--- src/pft_pkg.sv ---
// ============================================================================
// pft_pkg
// shared types, codes and pauli arithmetic for the pauli frame tracker
// ============================================================================
package pft_pkg;

    localparam int QUBITS_DEFAULT = 64;
    localparam int INDEX_W        = 6;
    localparam int OPCODE_W       = 3;
    localparam int MODE_W         = 4;

    typedef logic [1:0]          pauli_t;
    typedef logic [OPCODE_W-1:0] opcode_t;
    typedef logic [INDEX_W-1:0]  index_t;

    localparam opcode_t OP_INIT    = 3'd0;
    localparam opcode_t OP_SINGLE  = 3'd1;
    localparam opcode_t OP_CNOT    = 3'd2;
    localparam opcode_t OP_COMMUTE = 3'd3;
    localparam opcode_t OP_READ    = 3'd4;
    localparam opcode_t OP_CLEAR   = 3'd5;

    localparam pauli_t P_I = 2'd0;
    localparam pauli_t P_X = 2'd1;
    localparam pauli_t P_Y = 2'd2;
    localparam pauli_t P_Z = 2'd3;

    typedef struct packed {
        opcode_t           opcode;
        index_t            index_a;
        index_t            index_b;
        logic [MODE_W-1:0] fault_mode;
        pauli_t            init_error;
        pauli_t            compare_pauli;
        logic              last;
    } in_item_t;

    typedef struct packed {
        pauli_t pauli_a;
        pauli_t pauli_b;
        logic   commute_valid;
        logic   commutes;
        logic   bad_mode;
    } out_item_t;

    typedef struct packed {
        logic load;
        logic rd;
        logic ex;
        logic wa;
        logic out;
    } pft_cmd_t;

    // symplectic form: bit 1 is x, bit 0 is z
    function automatic logic [1:0] to_xz(input pauli_t p);
        logic [1:0] r;
        unique case (p)
            P_I:     r = 2'b00;
            P_X:     r = 2'b10;
            P_Y:     r = 2'b11;
            default: r = 2'b01;
        endcase
        return r;
    endfunction

    function automatic pauli_t to_code(input logic [1:0] xz);
        pauli_t r;
        unique case (xz)
            2'b00:   r = P_I;
            2'b10:   r = P_X;
            2'b11:   r = P_Y;
            default: r = P_Z;
        endcase
        return r;
    endfunction

    function automatic pauli_t pmul(input pauli_t p, input pauli_t q);
        return to_code(to_xz(p) ^ to_xz(q));
    endfunction

endpackage

--- src/pft_in_if.sv ---
// ============================================================================
// pft_in_if
// input channel: valid, ready and one operation item
// ============================================================================
interface pft_in_if;
    import pft_pkg::*;

    logic     valid;
    logic     ready;
    in_item_t data;

    modport source (output valid, output data, input ready);
    modport sink   (input valid, input data, output ready);
endinterface

--- src/pft_out_if.sv ---
// ============================================================================
// pft_out_if
// output channel: valid, ready and one result item
// ============================================================================
interface pft_out_if;
    import pft_pkg::*;

    logic      valid;
    logic      ready;
    out_item_t data;

    modport source (output valid, output data, input ready);
    modport sink   (input valid, input data, output ready);
endinterface

--- src/pauli_frame_tracker_top.sv ---
// ============================================================================
// pauli_frame_tracker_top
// pauli frame with one error per qubit: init, faults, cnot, commute check
// ============================================================================
//  channel   dir   handshake        payload
//  ops       in    valid / ready    pft_pkg::in_item_t
//  results   out   valid / ready    pft_pkg::out_item_t
//
//  each item goes through read, update, second frame write, read back and
//  result load in turn; the frame memory has a single write port, and
//  a cnot writes target then control through that port
//  reset clears the frame through per-entry valid bits and clears the parity
//  a new item is taken while the previous result waits in the output register
//  a stalled output holds the sequencer in its last step
// ============================================================================
module pauli_frame_tracker_top
#(
    parameter int QUBITS = pft_pkg::QUBITS_DEFAULT
)
(
    input logic      clk,
    input logic      rst_n,
    pft_in_if.sink   ops,
    pft_out_if.source results
);
    import pft_pkg::*;

    pft_cmd_t cmd;
    logic     in_ready;
    logic     out_valid;

    pft_ctrl u_ctrl
    (
        .clk       (clk),
        .rst_n     (rst_n),
        .in_valid  (ops.valid),
        .in_ready  (in_ready),
        .out_valid (out_valid),
        .out_ready (results.ready),
        .cmd       (cmd)
    );

    pft_datapath #(.QUBITS(QUBITS)) u_datapath
    (
        .clk     (clk),
        .rst_n   (rst_n),
        .cmd     (cmd),
        .item_in (ops.data),
        .result  (results.data)
    );

    assign ops.ready     = in_ready;
    assign results.valid = out_valid;

    a_busy_after_accept: assert property (@(posedge clk) disable iff (!rst_n)
        (ops.valid && ops.ready) |=> !ops.ready)
        else $error("item taken while busy");

    a_result_latency: assert property (@(posedge clk) disable iff (!rst_n)
        $rose(results.valid) |-> $past(ops.valid && ops.ready, 6))
        else $error("result without matching item");

    a_commutes_flag: assert property (@(posedge clk) disable iff (!rst_n)
        (results.valid && results.data.commutes) |-> results.data.commute_valid)
        else $error("commutes set outside a run end");

    a_no_load_when_blocked: assert property (@(posedge clk) disable iff (!rst_n)
        (cmd.out && results.valid) |-> results.ready)
        else $error("result overwritten");

endmodule

--- src/pft_ctrl.sv ---
// ============================================================================
// pft_ctrl
// sequencer: read, update, second write, read back, hand off result
// ============================================================================
module pft_ctrl
(
    input  logic              clk,
    input  logic              rst_n,
    input  logic              in_valid,
    output logic              in_ready,
    output logic              out_valid,
    input  logic              out_ready,
    output pft_pkg::pft_cmd_t cmd
);
    import pft_pkg::*;

    localparam logic [2:0] S_IDLE = 3'd0;
    localparam logic [2:0] S_RD1  = 3'd1;
    localparam logic [2:0] S_EX   = 3'd2;
    localparam logic [2:0] S_WA   = 3'd3;
    localparam logic [2:0] S_RD2  = 3'd4;
    localparam logic [2:0] S_OUT  = 3'd5;

    logic [2:0] state_reg;
    logic [2:0] state_next;
    logic       out_valid_reg;
    logic       out_valid_next;
    logic       out_free;

    assign out_free  = !out_valid_reg || out_ready;
    assign in_ready  = (state_reg == S_IDLE);
    assign out_valid = out_valid_reg;

    always_comb
    begin
        cmd.load = (state_reg == S_IDLE) && in_valid;
        cmd.rd   = (state_reg == S_RD1) || (state_reg == S_RD2);
        cmd.ex   = (state_reg == S_EX);
        cmd.wa   = (state_reg == S_WA);
        cmd.out  = (state_reg == S_OUT) && out_free;
    end

    always_comb
    begin
        state_next = state_reg;
        unique case (state_reg)
            S_IDLE:
            begin
                if (in_valid)
                begin
                    state_next = S_RD1;
                end
            end
            S_RD1:   state_next = S_EX;
            S_EX:    state_next = S_WA;
            S_WA:    state_next = S_RD2;
            S_RD2:   state_next = S_OUT;
            S_OUT:
            begin
                if (out_free)
                begin
                    state_next = S_IDLE;
                end
            end
            default: state_next = S_IDLE;
        endcase
    end

    always_comb
    begin
        out_valid_next = out_valid_reg;
        if (cmd.out)
        begin
            out_valid_next = 1'b1;
        end
        else if (out_ready)
        begin
            out_valid_next = 1'b0;
        end
    end

    always_ff @(posedge clk or negedge rst_n)
    begin
        if (!rst_n)
        begin
            state_reg     <= S_IDLE;
            out_valid_reg <= 1'b0;
        end
        else
        begin
            state_reg     <= state_next;
            out_valid_reg <= out_valid_next;
        end
    end

endmodule

--- src/pft_datapath.sv ---
// ============================================================================
// pft_datapath
// frame memory with valid bits, pauli update logic, parity and result register
// ============================================================================
module pft_datapath
#(
    parameter int QUBITS = pft_pkg::QUBITS_DEFAULT
)
(
    input  logic               clk,
    input  logic               rst_n,
    input  pft_pkg::pft_cmd_t  cmd,
    input  pft_pkg::in_item_t  item_in,
    output pft_pkg::out_item_t result
);
    import pft_pkg::*;

    localparam int DEPTH = (QUBITS < (1 << INDEX_W)) ? QUBITS : (1 << INDEX_W);
    localparam int AW    = $clog2(DEPTH);
    localparam logic [INDEX_W:0] DEPTH_L = (INDEX_W + 1)'(DEPTH);

    pauli_t          mem [DEPTH];
    logic [DEPTH-1:0] valid_reg;

    in_item_t  item_reg;
    pauli_t    rda_reg;
    pauli_t    rdb_reg;
    logic      va_reg;
    logic      vb_reg;
    logic      parity_reg;
    logic      cv_reg;
    logic      comm_reg;
    out_item_t result_reg;

    logic          in_a;
    logic          in_b;
    logic [AW-1:0] addr_a;
    logic [AW-1:0] addr_b;
    pauli_t        pa;
    pauli_t        pb;
    pauli_t        t1;
    logic [1:0]    t1_xz;
    pauli_t        c1;
    pauli_t        new_t;
    pauli_t        new_c;
    pauli_t        new_single;
    pauli_t        new_init;
    logic          bad;
    logic          clr;
    logic          anti;
    logic          is_commute;
    logic [1:0]    f_xz;
    logic [1:0]    g_xz;
    logic          wr_en;
    logic [AW-1:0] wr_addr;
    pauli_t        wr_data;

    assign in_a   = {1'b0, item_reg.index_a} < DEPTH_L;
    assign in_b   = {1'b0, item_reg.index_b} < DEPTH_L;
    assign addr_a = item_reg.index_a[AW-1:0];
    assign addr_b = item_reg.index_b[AW-1:0];

    assign pa = va_reg ? rda_reg : P_I;
    assign pb = vb_reg ? rdb_reg : P_I;

    // cnot propagation then two-qubit fault
    assign t1    = f_xz[1] ? pmul(pb, P_X) : pb;
    assign t1_xz = to_xz(t1);
    assign c1    = t1_xz[0] ? pmul(pa, P_Z) : pa;
    assign new_t = pmul(t1, item_reg.fault_mode[1:0]);
    assign new_c = pmul(c1, item_reg.fault_mode[3:2]);

    assign new_single = pmul(pa, item_reg.fault_mode[1:0]);
    assign new_init   = item_reg.fault_mode[0] ? item_reg.init_error : P_I;

    assign bad = ((item_reg.opcode == OP_INIT) && (item_reg.fault_mode > 4'd1))
              || ((item_reg.opcode == OP_SINGLE) && (item_reg.fault_mode > 4'd3));

    assign clr        = cmd.ex && (item_reg.opcode == OP_CLEAR);
    assign is_commute = cmd.ex && (item_reg.opcode == OP_COMMUTE);
    assign f_xz       = to_xz(pa);
    assign g_xz       = to_xz(item_reg.compare_pauli);
    assign anti       = (f_xz[1] & g_xz[0]) ^ (f_xz[0] & g_xz[1]);

    always_comb
    begin
        wr_en   = 1'b0;
        wr_addr = addr_a;
        wr_data = new_c;
        if (cmd.ex)
        begin
            unique case (item_reg.opcode)
                OP_INIT:
                begin
                    wr_en   = in_a && !bad;
                    wr_data = new_init;
                end
                OP_SINGLE:
                begin
                    wr_en   = in_a && !bad;
                    wr_data = new_single;
                end
                OP_CNOT:
                begin
                    wr_en   = in_b;
                    wr_addr = addr_b;
                    wr_data = new_t;
                end
                default:
                begin
                    wr_en = 1'b0;
                end
            endcase
        end
        else if (cmd.wa && (item_reg.opcode == OP_CNOT))
        begin
            wr_en = in_a;
        end
    end

    always_ff @(posedge clk)
    begin
        if (cmd.load)
        begin
            item_reg <= item_in;
        end
        if (cmd.rd)
        begin
            rda_reg <= mem[addr_a];
            rdb_reg <= mem[addr_b];
            va_reg  <= valid_reg[addr_a] && in_a;
            vb_reg  <= valid_reg[addr_b] && in_b;
        end
        if (wr_en)
        begin
            mem[wr_addr] <= wr_data;
        end
        if (cmd.ex)
        begin
            cv_reg   <= is_commute && item_reg.last;
            comm_reg <= is_commute && item_reg.last && !(parity_reg ^ anti);
        end
        if (cmd.out)
        begin
            result_reg.pauli_a       <= pa;
            result_reg.pauli_b       <= pb;
            result_reg.commute_valid <= cv_reg;
            result_reg.commutes      <= comm_reg;
            result_reg.bad_mode      <= bad;
        end
    end

    always_ff @(posedge clk or negedge rst_n)
    begin
        if (!rst_n)
        begin
            valid_reg  <= '0;
            parity_reg <= 1'b0;
        end
        else
        begin
            if (clr)
            begin
                valid_reg <= '0;
            end
            else if (wr_en)
            begin
                valid_reg[wr_addr] <= 1'b1;
            end

            if (clr)
            begin
                parity_reg <= 1'b0;
            end
            else if (is_commute)
            begin
                parity_reg <= item_reg.last ? 1'b0 : (parity_reg ^ anti);
            end
        end
    end

    assign result = result_reg;

endmodule

--- src/flat_wrapper.sv ---
// flat-port wrapper written by rule: the top's interface ports become plain ports
module pauli_frame_tracker_top_flat import pft_pkg::*;
#(
    parameter int QUBITS = pft_pkg::QUBITS_DEFAULT
)
  (clk, rst_n, ops_valid, ops_data, ops_ready, results_valid, results_data, results_ready);
  pft_in_if ops_i ();
  pft_out_if results_i ();
  input logic clk;
  input logic rst_n;
  input wire logic [$bits(ops_i.valid)-1:0] ops_valid;
  input wire logic [$bits(ops_i.data)-1:0] ops_data;
  output wire logic [$bits(ops_i.ready)-1:0] ops_ready;
  output wire logic [$bits(results_i.valid)-1:0] results_valid;
  output wire logic [$bits(results_i.data)-1:0] results_data;
  input wire logic [$bits(results_i.ready)-1:0] results_ready;
  assign ops_i.valid = ops_valid;
  assign ops_i.data = ops_data;
  assign ops_ready = ops_i.ready;
  assign results_valid = results_i.valid;
  assign results_data = results_i.data;
  assign results_i.ready = results_ready;
  pauli_frame_tracker_top #(.QUBITS(QUBITS)) u_core (.clk(clk), .rst_n(rst_n), .ops(ops_i), .results(results_i));
endmodule
--- config.mk ---
export PLATFORM = sky130hd
export DESIGN_NAME = pauli_frame_tracker_top_flat
export DESIGN_NICKNAME = d
export VERILOG_FILES = /design/src/pft_pkg.sv /design/src/pft_in_if.sv /design/src/pft_out_if.sv /design/src/pauli_frame_tracker_top.sv /design/src/pft_ctrl.sv /design/src/pft_datapath.sv /design/src/flat_wrapper.sv
export SDC_FILE = /design/constraint.sdc
export NUM_CORES = 1
export LEC_CHECK = 0
export ABC_AREA = 1
export CORE_MARGIN = 4
export CORE_UTILIZATION = 39
export CTS_BUF_LIST = sky130_fd_sc_hd__clkbuf_4
export CTS_CLUSTER_DIAMETER = 120
export DETAILED_ROUTE_END_ITERATION = 6
export DONT_BUFFER_PORTS = 1
export GPL_TIMING_DRIVEN = 0
export PLACE_DENSITY = 0.62
export REMOVE_ABC_BUFFERS = 1
export SETUP_SLACK_MARGIN = 0.02
export SYNTH_ARGS = -nofsm -noshare
export SYNTH_HDL_FRONTEND = slang
export SYNTH_HIERARCHICAL = 1
export SYNTH_SLANG_ARGS = --single-unit
--- constraint.sdc ---
create_clock -name clk -period 4.7 [get_ports clk]
set_clock_uncertainty 0.05 [all_clocks]
set_input_delay 0.47 -clock clk [delete_from_list [all_inputs] [get_ports clk]]
set_output_delay 0.47 -clock clk [all_outputs]
set_load 0.01 [all_outputs]
==> After elaboration in Yosys (flattened, before gate mapping) <==
Memory sizes are Yosys's and may differ from the RTL's. A register that Yosys moved wholly into a read port is not among the register bits.
Index checks and enable logic that the tools add are counted.
{ "totals": {"regBits": 104, "elab_cells": 149, "ramBits": 128, "inputBits": 28, "out_inout_bits": 9, "mem_count": 1} }
{ "op_classes": {"n_bitwise": 10, "n_mux": 42, "order_cmp": 6, "eq_ne": 35, "reduce_logical": 35} }
{ "memory_table": {"columns": ["memory", "depth", "word_bits", "read_ports", "rd_clocked_by_memory_dff", "wr", "line_no", "text"], "rows": [
  ["u_core.u_datapath.mem", 64, 2, 2, 2, 1, "pft_datapath.sv:22", "pauli_t mem [DEPTH];"]
]} }
{ "op_table": {"columns": ["op", "n"], "rows": [
  ["64-bit 2-to-1 mux", 2],
  ["2-bit one-hot mux with 3 select lines", 13],
  ["64-bit OR", 1],
  ["2-bit == test (second input constant)", 17],
  ["2-bit logical NOT", 12],
  ["6-bit by 7-bit less-than comparator with 1-bit output (second input constant)", 3],
  ["3-bit one-hot mux with 6 select lines", 1],
  ["2-bit by 1-bit == test with 1-bit output (second input constant)", 7],
  ["1-bit binary-select mux with 6-bit select", 2],
  ["3-bit by 2-bit == test with 1-bit output (second input constant)", 4],
  ["1-bit 2-to-1 mux", 12],
  ["2-bit 2-to-1 mux", 6],
  ["6-bit 2-to-1 mux", 2],
  ["1-bit logical AND", 10],
  ["3-bit == test (second input constant)", 3],
  ["1-bit demux with 6-bit select", 1],
  ["3-bit by 1-bit == test with 1-bit output (second input constant)", 2],
  ["6-bit by 1-bit >= comparator with 1-bit output (second input constant)", 1],
  ["3-bit logical NOT", 2],
  ["3-bit 2-to-1 mux", 2],
  ["2-bit nonzero test", 3],
  ["2-bit bitwise XOR", 3],
  ["4-bit by 1-bit > comparator with 1-bit output (second input constant)", 1],
  ["4-bit by 2-bit > comparator with 1-bit output (second input constant)", 1],
  ["9 further kinds", 17]
]} }

==> Depth between registers and ports, before layout <==
{ "logic_depth": {"word_depth": 17, "mapped_depth": 13, "ltp_nobuf": 12} }

==> Cells and area by module <==
Netlist, hierarchy kept.
{ "modules_own_cells": {"columns": ["mod", "seq_area_each_um2", "area_each_um2", "cells_each", "n_inst"], "rows": [
  ["pft_datapath", 6641.4, 12573.3, 1566, 1],
  ["pft_ctrl", 100.1, 227.7, 31, 1]
]} }

==> Least setup slack after synthesis <==
No wires, ideal clock.
{ "synth_path": {"path_kind": "register to register", "from": "register u_core/u_datapath/item_reg[5] (netlist name)", "to": "memory u_core/u_datapath/mem[0][0] (netlist name) (data pin)", "t_required_ps": 4307, "n_path_buf": 0, "path_slack_ps": 2218, "path_stages_with_launch": 10, "arrival_ps": 2089, "synth_period_minus_slack_ps": 2482, "cell_sequence": "edfxtp_1 ha_1 nor2_1 xor2_1 inv_1 nand3_1 nand3_1 nand3_1 nand2_1 inv_1"} }
{ "synth_between": {"elab_chain_len": 7, "elab_cells_between_ends": 17, "cone_classes": "eq/ne (6); mux (6); bitwise (2); reduce/logical (3)"} }
{ "synth_lines": {"columns": ["item", "line_no", "text"], "rows": [
  ["from (decl)", "pft_datapath.sv:25", "in_item_t item_reg;"],
  ["from (signal assigned)", "pft_datapath.sv:125", "item_reg <= item_in;"],
  ["2-bit == test (tied with other cells)", "pft_pkg.sv:57", "unique case (p)"],
  ["2-bit one-hot mux with 3 select lines", "pft_pkg.sv:57", null],
  ["2-bit bitwise XOR", "pft_pkg.sv:78", "return to_code(to_xz(p) ^ to_xz(q));"],
  ["2-bit == test / 2-bit logical NOT (equally long branches)", "pft_pkg.sv:68", "unique case (xz)"],
  ["2-bit one-hot mux with 3 select lines", "pft_pkg.sv:68", null],
  ["2-bit one-hot mux with 3 select lines (*)", "pft_datapath.sv:92", "unique case (item_reg.opcode)"],
  ["2-bit 2-to-1 mux (*)", "pft_datapath.sv:90", "if (cmd.ex)"],
  ["via u_core.u_datapath.wr_data[0]", "pft_datapath.sv:56", "pauli_t wr_data;"],
  ["to (decl)", "pft_datapath.sv:22", null]
]} }
Mark *: on every way through the listed nets, which the timed path passes. The rest lies on a longest branch.

==> Final worst setup path <==
{ "layout_path": {"from": "register u_core.u_datapath.item_reg, in the netlist u_core/u_datapath/addr_a[0]", "to": "memory u_core/u_datapath/mem[37][1] (netlist name), enable pin"} }
{ "layout_between": {"elab_chain_len": 2} }
{ "layout_lines": {"columns": ["item", "line_no"], "rows": [
  ["6-bit 2-to-1 mux", "pft_datapath.sv:92"],
  ["6-bit 2-to-1 mux (*)", "pft_datapath.sv:90"]
]} }
Mark *: on every way between the ends. The rest lies on a longest branch, timed or not.

==> reports/qor.txt <==
Synth cell count leaders - nand2_1, nand3_1, edfxtp_1
Initial antenna violation count - 1
Worst r2r path cells - 7
Post-CTS Resized - 0
Yosys top cell area share - 0.3918
Post-synth ARST share - 0.2924
Final GP Congestion - 0.8552
Synth area leaders - edfxtp_1, nand3_1, nand2_1
Yosys reg bits - 236
Area Overhead vs Synth - 13.72%
Drt total wl - 38.62 mm
Failing checks - capacitance limit, slew limit
Initial DRC count - 1,467
Seq/Total Area, Yosys - 0.5266
CTS tree - done
Max reg flops - 128
HP Class - input pin to flop
Hold Violations, Final - 0
Num CTS Buffers - 60
Most common cell in the synthesized netlist - nand2_1
Nets - 1,650
Critical path class - flop to flop
Clock tree root driver cell - clkbuf_4
Worst Path Arrival - 4.21 ns
CP required - 5.05 ns
Hold path depth - 2
Fin crit period - 3.860 ns
HPWL Detailed - 24.17 mm
Global-route wire length before repair - 60.33 mm
Io pins - 37
Max Fclk - 259.1 MHz
Setup crit start kind - flop
# port buffers - 0
Vias in the first global route - 11,103
Max-slew violations - 27
Number of vias per cell - 5.387
Die width - 189.2 um
Number of synthesized flops with an enable pin - 167
Fin Hold WS - 0.07521 ns
Overflow after GRT - 0
Post-route setup slack - 0.8400 ns
Drt first pass iters - 6
Initial Utilization - 0.3944
Drt drc - 0
Routed len/inst - 18.32 um
Clock slew at reported path FFs - 0.07 ns
Fraction of layout cells with a size suffix above 1 - 0.09069
Outcome - finished, violations left
Row count - 66
Total number of vias - 11,356
Maximum root-to-sink buffer count - 3
Die height - 189.2 um
Fin crit share - 0.8213
Post-route ant nets - 0
Main synth FF type - edfxtp_1
Yosys Warn Count - 6
Sink Count - 236
Final setup viols - 0
CORE AREA - 32,450 um^2
Die area - 35,790 um^2
Endpoint class of the critical path - flop
Setup WS pre-CTS - 0.5539 ns
Post-synth cell types - 27
Slew margin rel. - -0.04171
Max VDD drop - 0.7201 mV
Worst skew pair latency - 0.70 ns
R2R Setup Slk - 0.84 ns
Worst-path fanout max - 97
RSZ-0062 raised after global routing - false
Number of max-cap violations - 1
Area of the mapped netlist - 12,800 um^2
H-tree depth - 2
All-Layer GR Usage - 0.2141
Yosys top cell by area - edfxtp_1
Pwr dens - 508.6 nW/um^2
Fillers - 3,150
Largest net degree at the start of global routing - 98
Leakage - 6.302 nW
Synthesized area per cell - 8.016 um^2
Cells after Synth - 1,597
Worst-margin pin slew - 1.563 ns
layout make-up:
class                           count  area, um^2  area share
Sequential cell                   236        6741      0.4631
Multi-Input combinational cell   1105        5085      0.3493
Timing Repair Buffer               50       795.8     0.05466
Clock buffer                       83       623.1     0.04280
Inverter                          160       610.6     0.04194
Tap cell                          442       553.0     0.03799
Clock inverter                     31       146.4     0.01006
Antenna cell                        1       2.502   0.0001719
metrics by stage:
stage	power, mW	area (um^2)	util	TNS, ns	std cells
6_report	7.404	14560	0.4486	0	2108
5_1_grt	7.841	14560	0.4486	0	2108
4_1_cts	7.432	14530	0.4476	0	2106
3_5_place_dp	5.640	13460	0.4148	0	1964
3_3_place_gp	5.386	12970	0.3996	-873.96	1943
2_1_floorplan	4.576	12410	-	-125.97	1501
per-layer routing:
| metal | share of wire | global-route usage | wire length [um] | vias up |
|---|---|---|---|---|
| li1 | - | - | - | 5334 |
| met1 | 0.41 | 0.2869 | 15850 | 5349 |
| met2 | 0.47 | 0.3411 | 18020 | 553 |
| met3 | 0.083 | 0.03724 | 3194 | 120 |
| met4 | 0.040 | 0.09865 | 1559 | 0 |
| met5 | 0 | 0 | 0 | - |
final timing paths:
kind                                                       start                                          end
min in group asynchronous                                  rst_n  u_core/u_datapath/valid_reg[13]$_DFFE_PN0P_
min                                                    ops_valid      u_core/u_datapath/item_reg[0]$_DFFE_PP_
max                        u_core/u_datapath/addr_a[0]$_DFFE_PP_       u_core/u_datapath/mem[37][1]$_DFFE_PP_
max reg2reg                u_core/u_datapath/addr_a[0]$_DFFE_PP_       u_core/u_datapath/mem[37][1]$_DFFE_PP_
min reg2reg                 u_core/u_datapath/comm_reg$_DFFE_PP_        u_core/u_datapath/result[1]$_DFFE_PP_
max in group asynchronous                                  rst_n          u_core/u_ctrl/out_valid$_DFFE_PN0P_
where the power goes:
group          switching (mW)  internal (mW)  total (mW)
registers               0.229           2.97        3.19
logic                    1.78          0.697        2.48
clock network           0.856          0.878        1.73
total                    2.86           4.54        7.40
worst max-delay path, cell delays in order, from the launching register on:
cell and delay (ns):
edfxtp_1 1.03, buf_16 0.25, clkinv_4 0.61, nand2_1 0.36, o21ai_4 0.16, nor2_4 0.42
nand2_1 0.27, nor2_1 0.31
cells by family after synthesis:
group | synth area share
AO/OA/AOI/OAI | 0.03206
flip-flops | 0.5266
buffers and inverters | 0.07712
AND/OR/NAND/NOR | 0.3492
XOR/XNOR | 0.006158
adder cells (fa/ha/maj) | 0.008797
repair_timing:
| item | in CTS | in global routing |
|---|---|---|
| setup buffers | 0 | 0 |
| hold buffers | 28 | 0 |
| endpoints found under the hold margin | 96 | 0 |
cell usage in the layout, fill, tap and decap left out, drive strengths merged:
| master | n |
|---|---|
| nand3b | 2 |
| bufinv | 1 |
| o21ai | 11 |
| nor2 | 53 |
| a21o | 1 |
| diode | 1 |
| dlygate4sd3 | 27 |
| a21oi | 65 |
| nand3 | 408 |
| clkinv | 30 |
| nand4 | 2 |
| xnor2 | 2 |
| dfrtp | 69 |
| nand2 | 542 |
| inv | 160 |
| nor3 | 3 |
| xor2 | 7 |
| buf | 23 |
| ha | 9 |
| clkbuf | 83 |
| edfxtp | 167 |
Note: power is estimated with default switching activity, not from simulation.
